==> src/rtl/svsg_pkg.sv <==
// Package: shared types and constants for the six-voice sound generator.
`timescale 1ns / 1ps
`default_nettype none
package svsg_pkg;
    localparam int NumChannels = 6;
    localparam int NumUnits = 2;

    typedef enum logic [1:0] {
        OP_ADDR = 2'd0,
        OP_DATA = 2'd1,
        OP_TICK = 2'd2,
        OP_NONE = 2'd3
    } op_t;

    localparam logic [7:0] PtrLimit = 8'h20;
    localparam logic [9:0] NoiseDivReset = 10'h080;
    localparam logic [9:0] NoiseCntMax = 10'd1023;
    localparam logic [8:0] FreqBase = 9'd511;

    localparam logic [4:0] RegAmpLast = 5'h05;
    localparam logic [4:0] RegFreqFirst = 5'h08;
    localparam logic [4:0] RegFreqLast = 5'h0D;
    localparam logic [4:0] RegOctFirst = 5'h10;
    localparam logic [4:0] RegOctLast = 5'h12;
    localparam logic [4:0] RegToneEn = 5'h14;
    localparam logic [4:0] RegNoiseEn = 5'h15;
    localparam logic [4:0] RegNoiseMode = 5'h16;
    localparam logic [4:0] RegEnv0 = 5'h18;
    localparam logic [4:0] RegEnv1 = 5'h19;

    typedef struct packed {
        logic [1:0] operation;
        logic [7:0] data_byte;
    } in_word_t;

    typedef struct packed {
        logic [6:0] left_level;
        logic [6:0] right_level;
    } out_word_t;
endpackage
`default_nettype wire

==> src/rtl/svsg_if.sv <==
// Interfaces: valid/ready channels for input and result words.
`timescale 1ns / 1ps
`default_nettype none
interface svsg_in_if;
    import svsg_pkg::*;
    logic     valid;
    logic     ready;
    in_word_t data;
    modport source (output valid, output data, input ready);
    modport sink (input valid, input data, output ready);
endinterface

interface svsg_out_if;
    import svsg_pkg::*;
    logic      valid;
    logic      ready;
    out_word_t data;
    modport source (output valid, output data, input ready);
    modport sink (input valid, input data, output ready);
endinterface
`default_nettype wire

==> src/rtl/six_voice_sound_generator.sv <==
// Top level: six-voice tone/noise/envelope sound generator.
`timescale 1ns / 1ps
`default_nettype none
// Address and data writes give no word. A tick walks the six tone channels
// through one shared compare/counter unit, one channel per cycle (the
// envelope of a channel pair steps in the same cycle), then steps through the
// noise units, one per cycle, and through the channels on the mix sums, one
// per cycle, with a shared scale multiplier. The result word is registered
// as the block returns to idle, and the input is ready again from then on. A
// tick holds at its last mix step while the previous result still waits in the
// output register.
module six_voice_sound_generator
    import svsg_pkg::*;
(
    input  wire logic clk,
    input  wire logic rst_n,
    svsg_in_if.sink   in_ch,
    svsg_out_if.source out_ch
);
    typedef enum logic [1:0] {ST_IDLE, ST_TONE, ST_NOISE, ST_MIX} state_t;

    state_t      state_reg;
    logic [2:0]  idx_reg;
    logic [4:0]  ptr_reg;
    logic [7:0]  amp_reg [NumChannels];
    logic [7:0]  freq_reg [NumChannels];
    logic [2:0]  oct_reg [NumChannels];
    logic [5:0]  tone_en_reg, noise_en_reg;
    logic [1:0]  nmode_reg [NumUnits];
    logic [9:0]  ndiv_reg [NumUnits];
    logic [7:0]  ectl_reg [NumUnits];
    logic [4:0]  estep_reg [NumUnits];
    logic [3:0]  elvl_reg [NumUnits];
    logic [15:0] tcnt_reg [NumChannels];
    logic [9:0]  ncnt_reg [NumUnits];
    logic [15:0] nsh_reg [NumUnits];
    logic [1:0]  nbit_reg;
    logic [5:0]  tbit_reg;
    logic [5:0]  fire_reg;
    logic [6:0]  sum_l_reg, sum_r_reg;
    logic [6:0]  left_reg, right_reg;
    logic        out_valid_reg;
    logic        out_load;

    // Shared tone unit: period of the channel under idx_reg.
    logic [2:0]  ch;
    logic [15:0] period;
    logic        tfire;
    assign ch = (idx_reg < 3'd6) ? idx_reg : 3'd0;
    assign period = {7'd0, FreqBase - {1'b0, freq_reg[ch]}} << (3'd7 - oct_reg[ch]);
    assign tfire = ({1'b0, tcnt_reg[ch]} + 17'd1) >= {1'b0, period};

    // Envelope step for the unit clocked by this channel.
    logic       u;
    logic [7:0] ctl;
    logic [4:0] r, r_n, mx, top;
    logic [4:0] lvl;
    assign u = (ch >= 3'd3);
    always_comb
    begin
        ctl = ectl_reg[u];
        r = estep_reg[u];
        lvl = {1'b0, elvl_reg[u]};
        r_n = r;
        mx = ctl[4] ? 5'd7 : 5'd15;
        top = ctl[4] ? 5'd16 : 5'd0; // 32 wraps to 0 in 5 bits; used mod 32
        case (ctl[3:1])
            3'd0: lvl = 5'd0;
            3'd1: lvl = mx;
            3'd2:
            begin
                lvl = mx - r;
                if (r < mx) r_n = r + 5'd1;
            end
            3'd3:
            begin
                lvl = mx - r;
                r_n = (r < mx) ? r + 5'd1 : 5'd0;
            end
            3'd6:
            begin
                lvl = (r <= mx) ? r : 5'd0;
                if (r <= mx) r_n = r + 5'd1;
            end
            3'd7:
            begin
                lvl = r;
                r_n = (r < mx) ? r + 5'd1 : 5'd0;
            end
            3'd4:
            begin
                lvl = (r > mx) ? top - r - 5'd1 : r;
                if ({1'b0, r} < {ctl[4] ? 1'b0 : 1'b1, top} - 6'd1) r_n = r + 5'd1;
            end
            default:
            begin
                lvl = (r > mx) ? top - r - 5'd1 : r;
                r_n = r + 5'd1;
                if ({1'b0, r_n} >= {ctl[4] ? 1'b0 : 1'b1, top}) r_n = 5'd0;
            end
        endcase
    end

    // Noise unit and mix channel selection.
    logic        nu;
    logic        nfire;
    logic [15:0] nsh;
    assign nu = idx_reg[0];
    assign nsh = nsh_reg[nu];
    assign nfire = (nmode_reg[nu] == 2'd3) ? fire_reg[nu ? 3'd3 : 3'd0]
                 : ({1'b0, ncnt_reg[nu]} + 11'd1) >= {1'b0, ndiv_reg[nu]};

    logic       sig;
    logic [3:0] vl, vr, e, er;
    logic [7:0] pl, pr;
    logic [6:0] addl, addr_v;
    logic [7:0] mctl;
    assign mctl = ectl_reg[u];
    always_comb
    begin
        sig = tone_en_reg[ch] ? tbit_reg[ch] : 1'b1;
        if (noise_en_reg[ch]) sig = sig & nbit_reg[u];
        vl = amp_reg[ch][3:0];
        vr = amp_reg[ch][7:4];
        e = mctl[4] ? {1'b0, elvl_reg[u][2:0]} : elvl_reg[u];
        er = mctl[0] ? ((mctl[4] ? 4'd7 : 4'd15) - e) : e;
        pl = vl * e;
        pr = vr * er;
        if (!sig)
        begin
            addl = 7'd0;
            addr_v = 7'd0;
        end
        else if ((ch == 3'd2 || ch == 3'd5) && mctl[7])
        begin
            addl = mctl[4] ? {2'd0, pl[7:3]} : {3'd0, pl[7:4]};
            addr_v = mctl[4] ? {2'd0, pr[7:3]} : {3'd0, pr[7:4]};
        end
        else
        begin
            addl = {3'd0, vl};
            addr_v = {3'd0, vr};
        end
    end

    in_word_t w;
    assign w = in_ch.data;
    assign in_ch.ready = (state_reg == ST_IDLE);
    assign out_ch.valid = out_valid_reg;
    assign out_ch.data = '{left_level: left_reg, right_level: right_reg};
    // last mix step may load the output once the previous word is gone
    assign out_load = (state_reg == ST_MIX) && (idx_reg == 3'd5)
                    && (!out_valid_reg || out_ch.ready);

    always_ff @(posedge clk or negedge rst_n)
    begin
        if (!rst_n)
        begin
            state_reg <= ST_IDLE;
            idx_reg <= '0;
            ptr_reg <= '0;
            out_valid_reg <= 1'b0;
            tone_en_reg <= '0;
            noise_en_reg <= '0;
            nbit_reg <= '0;
            tbit_reg <= '0;
            fire_reg <= '0;
            sum_l_reg <= '0;
            sum_r_reg <= '0;
            left_reg <= '0;
            right_reg <= '0;
            for (int i = 0; i < NumChannels; i++)
            begin
                amp_reg[i] <= '0;
                freq_reg[i] <= '0;
                oct_reg[i] <= '0;
                tcnt_reg[i] <= '0;
            end
            for (int i = 0; i < NumUnits; i++)
            begin
                nmode_reg[i] <= '0;
                ndiv_reg[i] <= NoiseDivReset;
                ectl_reg[i] <= '0;
                estep_reg[i] <= '0;
                elvl_reg[i] <= '0;
                ncnt_reg[i] <= '0;
                nsh_reg[i] <= '0;
            end
        end
        else
        begin
            if (out_load) out_valid_reg <= 1'b1;
            else if (out_valid_reg && out_ch.ready) out_valid_reg <= 1'b0;
            unique case (state_reg)
                ST_IDLE:
                begin
                    if (in_ch.valid && in_ch.ready)
                    begin
                        case (w.operation)
                            OP_ADDR:
                                if (w.data_byte < PtrLimit) ptr_reg <= w.data_byte[4:0];
                            OP_DATA:
                            begin
                                if (ptr_reg <= RegAmpLast)
                                    amp_reg[ptr_reg[2:0]] <= w.data_byte;
                                else if (ptr_reg >= RegFreqFirst && ptr_reg <= RegFreqLast)
                                    freq_reg[ptr_reg[2:0]] <= w.data_byte;
                                else if (ptr_reg >= RegOctFirst && ptr_reg <= RegOctLast)
                                begin
                                    oct_reg[{ptr_reg[1:0], 1'b0}] <= w.data_byte[2:0];
                                    oct_reg[{ptr_reg[1:0], 1'b1}] <= w.data_byte[6:4];
                                end
                                else if (ptr_reg == RegToneEn)
                                    tone_en_reg <= w.data_byte[5:0];
                                else if (ptr_reg == RegNoiseEn)
                                    noise_en_reg <= w.data_byte[5:0];
                                else if (ptr_reg == RegNoiseMode)
                                begin
                                    nmode_reg[0] <= w.data_byte[1:0];
                                    nmode_reg[1] <= w.data_byte[5:4];
                                    if (w.data_byte[1:0] != 2'd3)
                                        ndiv_reg[0] <= NoiseDivReset << w.data_byte[1:0];
                                    if (w.data_byte[5:4] != 2'd3)
                                        ndiv_reg[1] <= NoiseDivReset << w.data_byte[5:4];
                                end
                                else if (ptr_reg == RegEnv0 || ptr_reg == RegEnv1)
                                    ectl_reg[ptr_reg[0]] <= w.data_byte;
                            end
                            OP_TICK:
                            begin
                                state_reg <= ST_TONE;
                                idx_reg <= '0;
                                sum_l_reg <= '0;
                                sum_r_reg <= '0;
                            end
                            default: ;
                        endcase
                    end
                end
                ST_TONE:
                begin
                    fire_reg[ch] <= tfire;
                    if (tfire)
                    begin
                        tbit_reg[ch] <= ~tbit_reg[ch];
                        tcnt_reg[ch] <= '0;
                        if ((ch == 3'd1 || ch == 3'd4) && !ectl_reg[u][5])
                        begin
                            if (!ectl_reg[u][7])
                                estep_reg[u] <= '0;
                            else
                            begin
                                elvl_reg[u] <= lvl[3:0];
                                estep_reg[u] <= r_n;
                            end
                        end
                    end
                    else
                        tcnt_reg[ch] <= tcnt_reg[ch] + 16'd1;
                    if (idx_reg == 3'd5)
                    begin
                        idx_reg <= '0;
                        state_reg <= ST_NOISE;
                    end
                    else
                        idx_reg <= idx_reg + 3'd1;
                end
                ST_NOISE:
                begin
                    if (nfire)
                    begin
                        nsh_reg[nu] <= {nsh[14:0], ~(nbit_reg[nu] ^ nsh[13])};
                        nbit_reg[nu] <= nsh[15];
                        ncnt_reg[nu] <= '0;
                    end
                    else if (ncnt_reg[nu] < NoiseCntMax)
                        ncnt_reg[nu] <= ncnt_reg[nu] + 10'd1;
                    if (idx_reg == 3'd1)
                    begin
                        idx_reg <= '0;
                        state_reg <= ST_MIX;
                    end
                    else
                        idx_reg <= idx_reg + 3'd1;
                end
                ST_MIX:
                begin
                    if (idx_reg == 3'd5)
                    begin
                        if (out_load)
                        begin
                            left_reg <= sum_l_reg + addl;
                            right_reg <= sum_r_reg + addr_v;
                            idx_reg <= '0;
                            state_reg <= ST_IDLE;
                        end
                    end
                    else
                    begin
                        sum_l_reg <= sum_l_reg + addl;
                        sum_r_reg <= sum_r_reg + addr_v;
                        idx_reg <= idx_reg + 3'd1;
                    end
                end
                default: state_reg <= ST_IDLE;
            endcase
        end
    end
endmodule
`default_nettype wire
==> src/flat_wrapper.sv <==
// flat-port wrapper written by rule: the top's interface ports become plain ports
module six_voice_sound_generator_flat import svsg_pkg::*;
  (clk, rst_n, in_ch_valid, in_ch_data, in_ch_ready, out_ch_valid, out_ch_data, out_ch_ready);
  svsg_in_if in_ch_i ();
  svsg_out_if out_ch_i ();
  input  wire logic clk;
  input  wire logic rst_n;
  input wire logic [$bits(in_ch_i.valid)-1:0] in_ch_valid;
  input wire logic [$bits(in_ch_i.data)-1:0] in_ch_data;
  output wire logic [$bits(in_ch_i.ready)-1:0] in_ch_ready;
  output wire logic [$bits(out_ch_i.valid)-1:0] out_ch_valid;
  output wire logic [$bits(out_ch_i.data)-1:0] out_ch_data;
  input wire logic [$bits(out_ch_i.ready)-1:0] out_ch_ready;
  assign in_ch_i.valid = in_ch_valid;
  assign in_ch_i.data = in_ch_data;
  assign in_ch_ready = in_ch_i.ready;
  assign out_ch_valid = out_ch_i.valid;
  assign out_ch_data = out_ch_i.data;
  assign out_ch_i.ready = out_ch_ready;
  six_voice_sound_generator u_core (.clk(clk), .rst_n(rst_n), .in_ch(in_ch_i), .out_ch(out_ch_i));
endmodule
==> config.mk <==
export PLATFORM = sky130hd
export DESIGN_NAME = six_voice_sound_generator_flat
export DESIGN_NICKNAME = d
export VERILOG_FILES = /design/src/rtl/svsg_pkg.sv /design/src/rtl/svsg_if.sv /design/src/rtl/six_voice_sound_generator.sv /design/src/flat_wrapper.sv
export SDC_FILE = /design/constraint.sdc
export NUM_CORES = 1
export LEC_CHECK = 0
export ABC_AREA = 1
export BUFFER_PORTS_ARGS = -buffer_cell sky130_fd_sc_hd__buf_2
export CAP_MARGIN = 20
export CORE_ASPECT_RATIO = 0.75
export CORE_UTILIZATION = 50
export DETAILED_ROUTE_END_ITERATION = 7
export PLACE_DENSITY = 0.75
export SYNTH_ARGS = -nofsm -noshare
export SYNTH_HDL_FRONTEND = slang
export SYNTH_SLANG_ARGS = --single-unit
==> constraint.sdc <==
create_clock -name clk -period 7.2 [get_ports clk]
set_clock_uncertainty 0.1 [all_clocks]
set_input_delay 0 -clock clk [delete_from_list [all_inputs] [get_ports clk]]
set_output_delay 0 -clock clk [all_outputs]
set_load 0.01 [all_outputs]
==> metrics.md <==
| Metric | Value |
|---|---|
| Status | `finished, final reports clean` |
| Post-CTS sizing | `0` |
| Routed Wire Length | `53310 µm` |
| Max FFs per register | `96` |
| Commonest non-fill, non-tap cell in the layout | `nand2_1` |
| Vias in the first global route | `16.53k` |
| Top_reg_cell synth | `dfrtp_1` |
| R2R Setup Slk | `0.72 ns` |
| Fillcell total | `3500` |
| Mapped Area | `19970 µm²` |
| Core box area | `38790 µm²` |
| R2R depth | `26` |
| Minimum clock period | `6.483 ns` |
| Via count | `17.32k` |
| Antenna violations before repair | `0` |
| Fin. max-slew vios | `0` |
| Tcrit/Tclk final | `90.04%` |
| Antenna cells | `0` |
| Max incr delay on CP | `0.57 ns` |
| Power Dens Cells | `367.4 nW/µm²` |
| Worst Setup EP | `u_core.right_reg[5]` |
| Layout cells sized above 1 | `7.623%` |
| Most frequent CP cell | `inv_1` |
| IO Pins | `30` |
| FFs w/ async S/R, synth | `100.0%` |
| Gr ovfl total | `0` |
| CP delay by family, top | `adder cells` |
| Critical Path Source | `u_core.idx_reg[1]` |
| Synth warnings | `0` |
| Via density | `5.643` |
| Crit path capture type | `flop` |
| CTS HTree Levels | `2` |
| Fmax | `154.3 MHz` |
| Setup tns final | `0 ns` |
| Area grow syn2layout | `9.755%` |
| Worst skew pair latency | `0.55 ns` |
| Die Y | `175.1 µm` |
| Worst vdd ir | `0.2377 mV` |
| Final net count | `2622` |
| Syn_area_per_cell | `7.912 µm²` |
| Clk buf depth | `3` |
| Mapped Cells | `2524` |
| Pre-antenna DRT Iters | `5` |
| Post-DP HPWL | `36530 µm` |
| Final Hold Fails | `0` |
| GPL Wtd Cong | `0.9361` |
| Die area | `40750 µm²` |
| Worst-path clk slew | `0.06 ns` |
| Arr. time, crit path | `6.83 ns` |
| Max-cap violations | `0` |
| # rows | `62` |
| Slowest stage cell on the critical path | `fa_1` |
| Net count after synthesis | `2616` |
| Max FO, Critical Path | `13` |
| Flop and latch count out of synthesis | `365` |
| Post-CTS Repair Setup Buffers | `0` |
| Worst min-delay path class | `in -> reg` |
| Pin count of the biggest net entering global routing | `79` |
| Buf/Inv on CP | `5` |
| CTS sink count | `365` |
| Reg2reg end | `u_core.right_reg[5]` |
| Worst setup path class | `reg -> reg` |
| CTS tree | `done` |
| Die X | `232.8 µm` |
| Residual DRC | `0` |
| DP Worst Slack | `0.8570 ns` |
| Critical Path RT | `7.55 ns` |
| Most frequent cells in the layout | `nand2_1 (774), dfrtp_1 (363), o21ai_0 (307), inv_1 (242), nor2_1 (139)` |
| Levels on crit path | `26` |
| Leak Pwr | `10.79 nW` |
| Iteration-0 DRC Markers | `1995` |
| Critical Path Start Type | `flop` |
| Worst setup margin | `0.7173 ns` |
| First-pass GRT wire length | `87490 µm` |
| Worst r2r src | `u_core.idx_reg[1]` |
| Antenna Violating Nets Remaining | `0` |
| Worst slew margin | `31.05%` |
| Overall power | `0.008054 W` |
| Post-synthesis cell type count | `67` |
| Num CTS Buffers | `39` |
| Avg WL per Cell | `17.36 µm` |
| Post-synthesis sequential area ratio | `45.75%` |
| Clock root buffer | `clkbuf_16` |
| Setup violators final | `0` |
| All-Layer GR Usage | `26.94%` |
| Hold WS | `0.05530 ns` |
| RSZ-0062 raised after global routing | `false` |
| Quantity of hold-fixing buffers added after cts | `14` |
| Worst Tran Pin Value | `1.034 ns` |
| Initial Util | `51.49%` |
| Port bufs | `29` |
| Post-synth EDFFs | `0` |
[report_power, final]
group          switching [W]  internal, W
Sequential          0.000216      0.00245
Combinational        0.00234      0.00102
Clock               0.000838      0.00119
[stage by stage]
| step | instances | utilization, % | area [µm²] |
|---|---|---|---|
| 6_report | 3070 | 56.51 | 21920 |
| 5_1_grt | 3070 | 56.51 | 21920 |
| 4_1_cts | 3067 | 56.34 | 21850 |
| 3_5_place_dp | 2984 | 52.60 | 20400 |
| 3_3_place_gp | 2984 | 52.60 | 20400 |
| 2_1_floorplan | 2524 | - | 19970 |
[tightest hold or removal path: stages]
cell and delay (ns):
buf_2 0.10, inv_1 0.30, o21ai_0 0.25
[worst min-delay path by stage]
stage / from / end / slack [ns] / cells past startpoint
2_1_floorplan: rst_n / u_core.amp_reg[0] / -0.40 / 0
3_3_place_gp: rst_n / u_core.tcnt_reg[84] / -0.08 / 1
3_5_place_dp: rst_n / u_core.tcnt_reg[68] / -0.07 / 1
4_1_cts: in_ch_data[3] / u_core.amp_reg[35] / 0.008 / 3
5_1_grt: in_ch_data[3] / u_core.ptr_reg[3] / 0.07 / 3
6_report: in_ch_data[3] / u_core.amp_reg[35] / 0.06 / 3
[per-layer routing]
| metal | vias up | global-route usage, % | routed length, µm |
|---|---|---|---|
| li1 | 8234 | - | - |
| met1 | 8315 | 40.73 | 24810 |
| met2 | 685 | 38.37 | 22290 |
| met3 | 89 | 6.315 | 5122 |
| met4 | 0 | 7.298 | 1078 |
| met5 | - | 0 | 0 |
[layout make-up]
cell class                 instances  area [µm²]  area share [%]
multi-input combinational       1801        9344           42.63
tap                              512       640.6           2.923
clock buffer                      60        1206           5.503
timing repair buffer              68       543.0           2.477
clock inverter                     9       88.84          0.4053
inverter                         255       959.7           4.378
sequential                       365        9136           41.68
[synthesized netlist by cell type (all sizes together) (8+ instances only)]
master / number / area, µm²
a211oi: 10 / 80.07
a21oi: 65 / 336.6
buf: 52 / 344.1
clkbuf: 51 / 191.4
dfrtp: 363 / 9084
fa: 10 / 200.2
ha: 68 / 850.8
inv: 254 / 955.9
mux2i: 25 / 250.2
nand2: 789 / 3009
nand3: 125 / 643.1
nand4: 18 / 118.9
nor2: 151 / 621.8
nor3: 18 / 116.4
o211ai: 20 / 150.1
o21a: 19 / 142.6
o21ai: 361 / 1829
o221ai: 12 / 105.1
o22ai: 8 / 50.05
or2: 16 / 100.1
xnor2: 15 / 146.4
xor2: 22 / 200.2
[cells by family after synthesis]
family          synth area share, %
compound gates                15.12
xor+xnor                      1.736
fa+ha+maj                     5.263
buf+inv                       7.487
flops                         45.75
mux                           1.253
simple gates                  23.39
Power figures use the tool's default switching activity.
